## src/rtl/core/bfpf_pkg.sv

```systemverilog
`timescale 1ns / 1ps
`default_nettype none

package bfpf_pkg;

    localparam int MAX_CAPTURE_BYTES = 65535;

    typedef enum logic [1:0] {
        LINK_ETH  = 2'd0,
        LINK_RAW  = 2'd1,
        LINK_PPP  = 2'd2,
        LINK_NONE = 2'd3
    } t_link;

    localparam logic [15:0] ET_IPV4     = 16'h0800;
    localparam logic [15:0] ET_IPV6     = 16'h86dd;
    localparam logic [15:0] ET_PPPOE    = 16'h8864;
    localparam logic [7:0]  PPP_ALL     = 8'hff;
    localparam logic [7:0]  PPP_IPV4    = 8'h21;
    localparam logic [7:0]  PPP_IPV6    = 8'h57;
    localparam logic [7:0]  PROTO_TCP   = 8'd6;
    localparam logic [7:0]  PROTO_UDP   = 8'd17;
    localparam logic [7:0]  PROTO_6IN4  = 8'd41;
    localparam logic [3:0]  IP_VER4     = 4'd4;
    localparam logic [3:0]  IP_VER6     = 4'd6;
    localparam logic [15:0] FRAG_DF     = 16'h4000;
    localparam logic [7:0]  ETH_HDR_LEN = 8'd14;
    localparam logic [7:0]  PPPOE_END   = 8'd20;

    // Header fields picked out of the byte stream
    typedef struct packed {
        logic [15:0]  eth_type;
        logic [7:0]   pppoe_code;
        logic         ppp_ff;
        logic [7:0]   ppp_prot;
        logic [7:0]   ppp_prot2;
        logic [7:0]   ip_b0;
        logic [15:0]  ip_tot;
        logic [15:0]  ip_frag;
        logic [7:0]   ip_proto;
        logic [63:0]  v4_addr;
        logic [15:0]  v6_plen;
        logic [7:0]   v6_nxt;
        logic [255:0] v6_addr;
        logic [47:0]  tp4;
        logic [47:0]  tp6;
    } t_hdr;

    typedef struct packed {
        logic [7:0] base;
        logic       v6;
    } t_link_dec;

    // Offset of the IP header and its family as the link layer announces it
    function automatic t_link_dec f_link_dec(input t_link link, input t_hdr f);
        t_link_dec d;
        logic [2:0] hl;
        logic       ppp_v6;
        hl     = (f.ppp_ff ? 3'd2 : 3'd0) + (f.ppp_prot[0] ? 3'd1 : 3'd2);
        ppp_v6 = (f.ppp_prot == PPP_IPV6) || (f.ppp_prot == 8'h00 && f.ppp_prot2 == PPP_IPV6);
        d.base = 8'd0;
        d.v6   = 1'b0;
        case (link)
            LINK_ETH: begin
                if (f.eth_type == ET_IPV4) begin
                    d.base = ETH_HDR_LEN;
                end else if (f.eth_type == ET_IPV6) begin
                    d.base = ETH_HDR_LEN;
                    d.v6   = 1'b1;
                end else begin
                    d.base = PPPOE_END + {5'd0, hl};
                    d.v6   = ppp_v6;
                end
            end
            LINK_PPP: begin
                d.base = {5'd0, hl};
                d.v6   = ppp_v6;
            end
            default: begin
                d.base = 8'd0;
                d.v6   = 1'b0;
            end
        endcase
        return d;
    endfunction

endpackage

`default_nettype wire

```

## src/rtl/core/bfpf_capture.sv

```systemverilog
`timescale 1ns / 1ps
`default_nettype none

module bfpf_capture #(
    parameter int P_MAX_BYTES = bfpf_pkg::MAX_CAPTURE_BYTES,
    localparam int POS_W = $clog2(P_MAX_BYTES + 1)
) (
    input  wire logic                 i_clk,
    input  wire logic                 i_rst_n,
    input  wire bfpf_pkg::t_link      i_link,
    input  wire logic                 i_en,
    input  wire logic [7:0]           i_byte,
    input  wire logic                 i_last,
    output bfpf_pkg::t_hdr            o_fields,
    output logic [POS_W-1:0]          o_caplen
);

    localparam logic [POS_W-1:0] MAX_V = POS_W'(P_MAX_BYTES);

    logic [POS_W-1:0]     r_pos;
    logic [39:0]          r_sh;
    bfpf_pkg::t_hdr       r_f;
    bfpf_pkg::t_hdr       n_f;
    bfpf_pkg::t_link_dec  dec;
    logic [16:0]          pos17;
    logic                 lo;
    logic [8:0]           p9;
    logic [8:0]           base9;
    logic [8:0]           ihl9;
    logic [8:0]           b6;
    logic [8:0]           t4;
    logic [8:0]           t6;
    logic [8:0]           pb;

    assign pos17    = 17'(r_pos);
    assign lo       = (pos17[16:8] == 9'd0);
    assign p9       = {1'b0, pos17[7:0]};
    assign o_caplen = (r_pos == MAX_V) ? MAX_V : r_pos + POS_W'(1);
    assign o_fields = n_f;

    always_comb begin
        dec   = bfpf_pkg::f_link_dec(i_link, r_f);
        base9 = {1'b0, dec.base};
        ihl9  = {3'd0, r_f.ip_b0[3:0], 2'b00};
        b6    = (dec.v6 || r_f.ip_b0[7:4] == bfpf_pkg::IP_VER6) ? base9 : base9 + ihl9;
        t4    = base9 + ihl9;
        t6    = b6 + 9'd40;
        pb    = (i_link == bfpf_pkg::LINK_PPP) ? 9'd0 : {1'b0, bfpf_pkg::PPPOE_END};
        n_f   = r_f;
        if (i_en && lo) begin
            if (p9 == 9'd12) n_f.eth_type[15:8] = i_byte;
            if (p9 == 9'd13) n_f.eth_type[7:0]  = i_byte;
            if (p9 == 9'd15) n_f.pppoe_code     = i_byte;
            // PPP: optional address/control pair, then 1- or 2-byte protocol
            if (p9 == pb) begin
                n_f.ppp_ff = (i_byte == bfpf_pkg::PPP_ALL);
                if (i_byte != bfpf_pkg::PPP_ALL) n_f.ppp_prot = i_byte;
            end
            if (p9 == pb + 9'd1 && !r_f.ppp_ff) n_f.ppp_prot2 = i_byte;
            if (p9 == pb + 9'd2 && r_f.ppp_ff)  n_f.ppp_prot  = i_byte;
            if (p9 == pb + 9'd3 && r_f.ppp_ff)  n_f.ppp_prot2 = i_byte;
            // IPv4 header
            if (p9 == base9)          n_f.ip_b0          = i_byte;
            if (p9 == base9 + 9'd2)   n_f.ip_tot[15:8]   = i_byte;
            if (p9 == base9 + 9'd3)   n_f.ip_tot[7:0]    = i_byte;
            if (p9 == base9 + 9'd6)   n_f.ip_frag[15:8]  = i_byte;
            if (p9 == base9 + 9'd7)   n_f.ip_frag[7:0]   = i_byte;
            if (p9 == base9 + 9'd9)   n_f.ip_proto       = i_byte;
            if (p9 >= base9 + 9'd12 && p9 <= base9 + 9'd19)
                n_f.v4_addr = {r_f.v4_addr[55:0], i_byte};
            // IPv6 header, outer or carried in IPv4
            if (p9 == b6 + 9'd4)      n_f.v6_plen[15:8]  = i_byte;
            if (p9 == b6 + 9'd5)      n_f.v6_plen[7:0]   = i_byte;
            if (p9 == b6 + 9'd6)      n_f.v6_nxt         = i_byte;
            if (p9 >= b6 + 9'd8 && p9 <= b6 + 9'd39)
                n_f.v6_addr = {r_f.v6_addr[247:0], i_byte};
            // Ports and UDP length: snapshot the last six bytes
            if (p9 == t4 + 9'd5)      n_f.tp4 = {r_sh, i_byte};
            if (p9 == t6 + 9'd5)      n_f.tp6 = {r_sh, i_byte};
        end
    end

    always_ff @(posedge i_clk) begin
        if (!i_rst_n) begin
            r_pos <= '0;
        end else if (i_en) begin
            if (i_last) begin
                r_pos <= '0;
            end else if (r_pos != MAX_V) begin
                r_pos <= r_pos + POS_W'(1);
            end
        end
    end

    always_ff @(posedge i_clk) begin
        if (i_en) begin
            r_f  <= n_f;
            r_sh <= {r_sh[31:0], i_byte};
        end
    end

endmodule

`default_nettype wire

```

## src/rtl/core/bidirectional_flow_packet_filter.sv

```systemverilog
// Five-tuple flow filter over a captured byte stream.
// Input channel (i_valid/o_ready): one captured byte per transaction, with
// i_last_byte marking the final byte of a packet. The link type register
// (i_cfg_we/i_cfg_wdata) selects Ethernet, raw IP, PPP or reject-all.
// Output channel (o_valid/i_ready): one verdict per packet, carrying
// o_packet_keep and o_flow_learned_now; bytes that do not end a packet give
// nothing.
// Throughput: one byte per cycle, except that a packet's last byte waits while a verdict is
// not yet taken. Header fields are captured as bytes pass; once its last byte is accepted,
// a packet's verdict goes through the input register, then field capture plus verdict into the output register.
// The first packet that parses to TCP or UDP becomes the flow; later packets
// are kept when they match it in either direction.
// Reset clears the link type to Ethernet, forgets the flow and restarts the
// byte count. While the receiver stalls with a verdict waiting, the byte in
// the input register is still absorbed unless it ends a packet; then input
// is held until the verdict is taken.
`timescale 1ns / 1ps
`default_nettype none

module bidirectional_flow_packet_filter #(
    parameter int MAX_CAPTURE_BYTES = bfpf_pkg::MAX_CAPTURE_BYTES
) (
    input  wire logic       i_clk,
    input  wire logic       i_rst_n,
    input  wire logic       i_cfg_we,
    input  wire logic [1:0] i_cfg_wdata,
    input  wire logic       i_valid,
    output logic            o_ready,
    input  wire logic [7:0] i_data_byte,
    input  wire logic       i_last_byte,
    output logic            o_valid,
    input  wire logic       i_ready,
    output logic            o_packet_keep,
    output logic            o_flow_learned_now
);

    localparam int POS_W = $clog2(MAX_CAPTURE_BYTES + 1);

    bfpf_pkg::t_link     r_link;
    logic                r_in_valid;
    logic [7:0]          r_in_byte;
    logic                r_in_last;
    logic                r_flow_def;
    logic                r_flow_v6;
    logic                r_flow_udp;
    logic [127:0]        r_lsrc;
    logic [127:0]        r_ldst;
    logic [31:0]         r_lports;

    logic                proc;
    logic                verdict;
    bfpf_pkg::t_hdr      cf;
    logic [POS_W-1:0]    caplen;
    bfpf_pkg::t_link_dec dec;
    logic [16:0]         c17, b17, l17, tot17, ihl17, tlen4, len6, tlen, ulen17;
    logic                ppp_v4, ppp_ok, link_ok, precheck, prefail, v4_ok;
    logic                use_v6, ip_ok, udp, tr_ok, parse_ok, learn, fwd, rev, keep;
    logic [47:0]         snap;
    logic [127:0]        src, dst;
    logic [15:0]         sp, dp;

    assign proc    = r_in_valid && (!r_in_last || !o_valid || i_ready);
    assign o_ready = !r_in_valid || proc;
    assign verdict = proc && r_in_last;

    bfpf_capture #(
        .P_MAX_BYTES (MAX_CAPTURE_BYTES)
    ) u_capture (
        .i_clk    (i_clk),
        .i_rst_n  (i_rst_n),
        .i_link   (r_link),
        .i_en     (proc),
        .i_byte   (r_in_byte),
        .i_last   (r_in_last),
        .o_fields (cf),
        .o_caplen (caplen)
    );

    always_comb begin
        dec    = bfpf_pkg::f_link_dec(r_link, cf);
        c17    = 17'(caplen);
        b17    = 17'(dec.base);
        l17    = c17 - b17;
        tot17  = 17'(cf.ip_tot);
        ihl17  = 17'({cf.ip_b0[3:0], 2'b00});
        tlen4  = tot17 - ihl17;
        ppp_v4 = (cf.ppp_prot == bfpf_pkg::PPP_IPV4) ||
                 (cf.ppp_prot == 8'h00 && cf.ppp_prot2 == bfpf_pkg::PPP_IPV4);
        ppp_ok = (b17 <= c17) && (ppp_v4 || dec.v6);
        case (r_link)
            bfpf_pkg::LINK_ETH: begin
                precheck = 1'b1;
                if (cf.eth_type == bfpf_pkg::ET_IPV4 || cf.eth_type == bfpf_pkg::ET_IPV6) begin
                    link_ok = (c17 >= 17'd14);
                end else if (cf.eth_type == bfpf_pkg::ET_PPPOE) begin
                    link_ok = (c17 >= 17'd20) && (cf.pppoe_code == 8'h00) && ppp_ok;
                end else begin
                    link_ok = 1'b0;
                end
            end
            bfpf_pkg::LINK_RAW: begin
                precheck = 1'b0;
                link_ok  = 1'b1;
            end
            bfpf_pkg::LINK_PPP: begin
                precheck = 1'b1;
                link_ok  = ppp_ok;
            end
            default: begin
                precheck = 1'b0;
                link_ok  = 1'b0;
            end
        endcase
        prefail = precheck && r_flow_def && (dec.v6 != r_flow_v6);

        v4_ok = (b17 + 17'd20 <= c17) && (tot17 <= l17) && (ihl17 <= tot17) &&
                (cf.ip_frag == 16'h0000 || cf.ip_frag == bfpf_pkg::FRAG_DF);

        use_v6 = 1'b0;
        ip_ok  = 1'b0;
        len6   = l17;
        udp    = (cf.ip_proto == bfpf_pkg::PROTO_UDP);
        tlen   = tlen4;
        snap   = cf.tp4;
        if (dec.v6) begin
            use_v6 = 1'b1;
            ip_ok  = 1'b1;
        end else if (cf.ip_b0[7:4] == bfpf_pkg::IP_VER4) begin
            if (cf.ip_proto == bfpf_pkg::PROTO_TCP || cf.ip_proto == bfpf_pkg::PROTO_UDP) begin
                ip_ok = v4_ok;
            end else if (cf.ip_proto == bfpf_pkg::PROTO_6IN4) begin
                use_v6 = 1'b1;
                ip_ok  = v4_ok;
                len6   = tlen4;
            end
        end else if (cf.ip_b0[7:4] == bfpf_pkg::IP_VER6) begin
            use_v6 = 1'b1;
            ip_ok  = 1'b1;
        end
        if (use_v6) begin
            ip_ok = ip_ok && (17'd40 + 17'(cf.v6_plen) <= len6) &&
                    (cf.v6_nxt == bfpf_pkg::PROTO_TCP || cf.v6_nxt == bfpf_pkg::PROTO_UDP);
            udp   = (cf.v6_nxt == bfpf_pkg::PROTO_UDP);
            tlen  = 17'(cf.v6_plen);
            snap  = cf.tp6;
        end

        sp     = snap[47:32];
        dp     = snap[31:16];
        ulen17 = 17'(snap[15:0]);
        tr_ok  = udp ? (tlen >= 17'd8 && tlen >= ulen17) : (tlen >= 17'd20);

        if (use_v6) begin
            src = cf.v6_addr[255:128];
            dst = cf.v6_addr[127:0];
        end else begin
            src = {96'd0, cf.v4_addr[63:32]};
            dst = {96'd0, cf.v4_addr[31:0]};
        end

        parse_ok = link_ok && !prefail && ip_ok && tr_ok;
        learn    = parse_ok && !r_flow_def;
        fwd      = (r_lports == {sp, dp}) && (r_lsrc == src) && (r_ldst == dst);
        rev      = (r_lports == {dp, sp}) && (r_lsrc == dst) && (r_ldst == src);
        keep     = learn || (parse_ok && r_flow_def && (use_v6 == r_flow_v6) &&
                   (udp == r_flow_udp) && (fwd || rev));
    end

    always_ff @(posedge i_clk) begin
        if (!i_rst_n) begin
            r_link     <= bfpf_pkg::LINK_ETH;
            r_in_valid <= 1'b0;
            o_valid    <= 1'b0;
            r_flow_def <= 1'b0;
            r_flow_v6  <= 1'b0;
            r_flow_udp <= 1'b0;
        end else begin
            if (i_cfg_we) r_link <= bfpf_pkg::t_link'(i_cfg_wdata);
            if (i_valid && o_ready) begin
                r_in_valid <= 1'b1;
            end else if (proc) begin
                r_in_valid <= 1'b0;
            end
            if (verdict) begin
                o_valid <= 1'b1;
            end else if (i_ready) begin
                o_valid <= 1'b0;
            end
            if (verdict && learn) begin
                r_flow_def <= 1'b1;
                r_flow_v6  <= use_v6;
                r_flow_udp <= udp;
            end
        end
    end

    always_ff @(posedge i_clk) begin
        if (i_valid && o_ready) begin
            r_in_byte <= i_data_byte;
            r_in_last <= i_last_byte;
        end
        if (verdict) begin
            o_packet_keep      <= keep;
            o_flow_learned_now <= learn;
        end
        // capture the flow from the packet that defines it
        if (verdict && learn) begin
            r_lsrc   <= src;
            r_ldst   <= dst;
            r_lports <= {sp, dp};
        end
    end

endmodule

`default_nettype wire

```

## config.mk

```make
export PLATFORM = sky130hd
export DESIGN_NAME = bidirectional_flow_packet_filter
export DESIGN_NICKNAME = d
export VERILOG_FILES = /design/src/rtl/core/bfpf_pkg.sv /design/src/rtl/core/bfpf_capture.sv /design/src/rtl/core/bidirectional_flow_packet_filter.sv
export SDC_FILE = /design/constraint.sdc
export NUM_CORES = 2
export LEC_CHECK = 0
export BUFFER_PORTS_ARGS = -buffer_cell sky130_fd_sc_hd__buf_2
export CAP_MARGIN = 20
export CELL_PAD_IN_SITES_DETAIL_PLACEMENT = 0
export CELL_PAD_IN_SITES_GLOBAL_PLACEMENT = 1
export CORE_UTILIZATION = 48
export CTS_BUF_LIST = sky130_fd_sc_hd__clkbuf_16
export DETAILED_ROUTE_END_ITERATION = 16
export PLACE_DENSITY_LB_ADDON = 0.1
export SYNTH_ARGS = -nofsm -noshare
export SYNTH_HDL_FRONTEND = slang
export SYNTH_HIERARCHICAL = 1
export SYNTH_SLANG_ARGS = --single-unit
```

## constraint.sdc

```tcl
create_clock -name i_clk -period 71.7 [get_ports i_clk]
set_clock_uncertainty 0.2 [all_clocks]
set_input_delay 7.17 -clock i_clk [delete_from_list [all_inputs] [get_ports i_clk]]
set_output_delay 7.17 -clock i_clk [all_outputs]
set_load 0.03 [all_outputs]
```

==> metrics.csv <==
stage,metric,value,unit
hold_path,cell depth of the worst hold path,0,
route,met1 WL,96.0,mm
timing,fmax,53.1,MHz
timing,final worst-path cycle share,26.3,%
cells_and_area,share of layout cells above drive strength 1,17.4,%
hold_path,Hold Crit Class,register to register,
setup_path,"Slowest-stage cell, CP",buf_4,
power,Power Density,21.0,nW/µm²
hold_path,Worst Min Path Start,u_capture/r_sh[23],
placement,Cells after DPL,6069,
route,first-pass iteration count of the detailed router,8,
setup_path,worst flop-to-flop path startpoint,u_capture/r_f[523],
setup_path,Critical Path Max Stage Delay,910,ps
route,vias post-DR,42800,
setup_path,reg-to-reg endpoint,r_lsrc[74],
timing,final setup fails,0,
route,met3 WL,24.7,mm
floorplan,DIE WIDTH,335,µm
grt,largest net degree at the start of global routing,164,
power,maximum vdd ir drop,28.4,µV
run_status,status,finished clean,
floorplan,row cnt,121,
floorplan,Die H,335,µm
route,Met2 Routed Length,101,mm
setup_path,Worst R2R Path Depth,35,
clock_tree,clock transition at the registers of the reported paths,60,ps
timing,Hold Fails Final Rpt,0,
route,Routed Antenna Nets,0,
clock_tree,clk buf depth,3,
timing,setup tns final,0,ps
setup_path,crit path capture type,register,
timing,Worst Max-Slew Pin Slew,1360,ps
synth,Mapped Cells,4710,
setup_path,crit start category,input pin,
synth,Ys Warns,6,
setup_path,worst-path maximum fanout,108,
cells_and_area,"most common cell after layout, fill and taps aside",edfxtp_1,
synth,Mapped Nets,4847,
power,P_leak,0.0205,µW
route,Routed WL,240,mm
floorplan,Initial Util,48.7,%
power,Final Power,1230,µW
cells_and_area,synth-to-layout area growth,9.65,%
route,uppermost layer routed,met5,
clock_tree,clk root buf,clkbuf_16,
cells_and_area,most frequent cells in the layout,"867 x edfxtp_1, 528 x mux2_2, 386 x inv_1",
timing,Slew Limit Fails,0,
grt,GRT Residual Overflow,0,
cells_and_area,Layout fillers,9710,
floorplan,# IOs,20,
floorplan,CORE AREA,109000,µm²
setup_path,R2R setup slack,58500,ps
timing,RSZ-0062 raised after global routing,no,
setup_path,Critical Path Most Common Cell,nor2b_1,
floorplan,Die ar.,112000,µm²
route,routed length per placed instance,38.3,µm
placement,PortBufs,19,
clock_tree,setup bufs post-CTS,0,
synth,Post-Syn Area,53300,µm²
route,Vias per Instance,6.83,
clock_tree,clock tree from TritonCTS,built,
hold_path,WHS Endpoint,u_capture/r_sh[31],
setup_path,Worst Path Required,71850,ps
grt,first-pass GRT wire length,325,mm
timing,Slew headroom,8.21,%
timing,clock period minus worst slack,18840,ps
grt,vias in the first global route,39100,
placement,HPWL after DPL,186,mm
setup_path,Crit path arrival time,18990,ps
setup_path,Worst Setup Path Type,input pin to register,
grt,initial antenna violation count,20,
cells_and_area,"Net count, final",4835,
clock_tree,CTS sink count,890,
route,initial drt markers,6041,
clock_tree,TritonCTS Buffers,100,
synth,syn avg cell area,11.3,µm²
placement,RePlAce Congestion,1.09,
clock_tree,post_cts resized,0,
route,Post-route DRC,0,
run,Max Cap Viol,0,
clock_tree,"Clk Latency, worst-skew pair",750,ps
grt,GRT Total Usage,42.1,%
clock_tree,# hold bufs at CTS,0,
clock_tree,H-Tree Depth,3,
cells_and_area,"non-filler cells, final",6262,
[worst max path at each step]
stage | startpoint | endpoint | depth (start not counted)
after floorplan | i_ready | r_ldst[0] | 34
after global placement | i_ready | r_ldst[43] | 37
after detailed placement | i_ready | r_ldst[43] | 37
after CTS | i_ready | r_lsrc[26] | 37
after global routing | i_ready | r_lsrc[74] | 37
final | i_ready | r_lsrc[74] | 37
[worst max-delay path, delay by kind of cell]
| family | cells | cell delay (ps) |
|---|---|---|
| muxes | 2 | 660 |
| adders and majority gates | 2 | 720 |
| xor gates and xnor gates | 1 | 160 |
| buffers and inverters | 4 | 2590 |
| AOI/OAI and AO/OA | 12 | 3200 |
| and+or+nand+nor | 16 | 4270 |
[metrics by stage]
step / hold slack (ps) / setup WS [ps] / util [%] / instance area (µm²)
floorplan: 224 / 3520 / - / 53300
global placement: 257 / 52450 / 50.3 / 55000
detailed placement: 265 / 52370 / 50.3 / 55100
CTS: 257 / 53120 / 53.4 / 58400
global route: 295 / 52120 / 53.4 / 58400
finish: 261 / 52860 / 53.4 / 58500
[cell type report]
cell class	count	area (µm²)	share of cell area (%)
Antenna cell	9	22.5	0.0385
Clock buffer	100	2500	4.28
Clock inverter	81	865	1.48
Inverter	371	1400	2.39
Multi-Input combinational cell	3242	24600	42.1
Sequential cell	890	26500	45.3
Tap cell	1476	1850	3.16
Timing Repair Buffer	93	703	1.20
[where the power goes]
group | leakage [µW] | internal [µW] | switching, µW
logic | 0.0115 | 34.9 | 72.4
clock network | 0.00168 | 303 | 236
registers | 0.00733 | 579 | 5.07
[metal layers]
layer / GRT usage [%] / vias to the layer above
li1: - / 17900
met4: 27.4 / 10
met1: 56.5 / 21600
met3: 9.49 / 583
met2: 61.0 / 2719
met5: 0 / -
[state kept, by name (all words and copies together) (netlist names)]
signal,cells
o_flow_learned_now,1
o_packet_keep,1
o_valid,1
r_flow_def,1
r_flow_udp,1
r_flow_v6,1
r_in_byte,8
r_in_last,1
r_in_valid,1
r_ldst,128
r_link,2
r_lports,32
r_lsrc,128
u_capture/ihl9,4
u_capture/r_f,524
u_capture/r_pos,16
u_capture/r_sh,40
No activity file was read; power rests on OpenSTA's default activity.
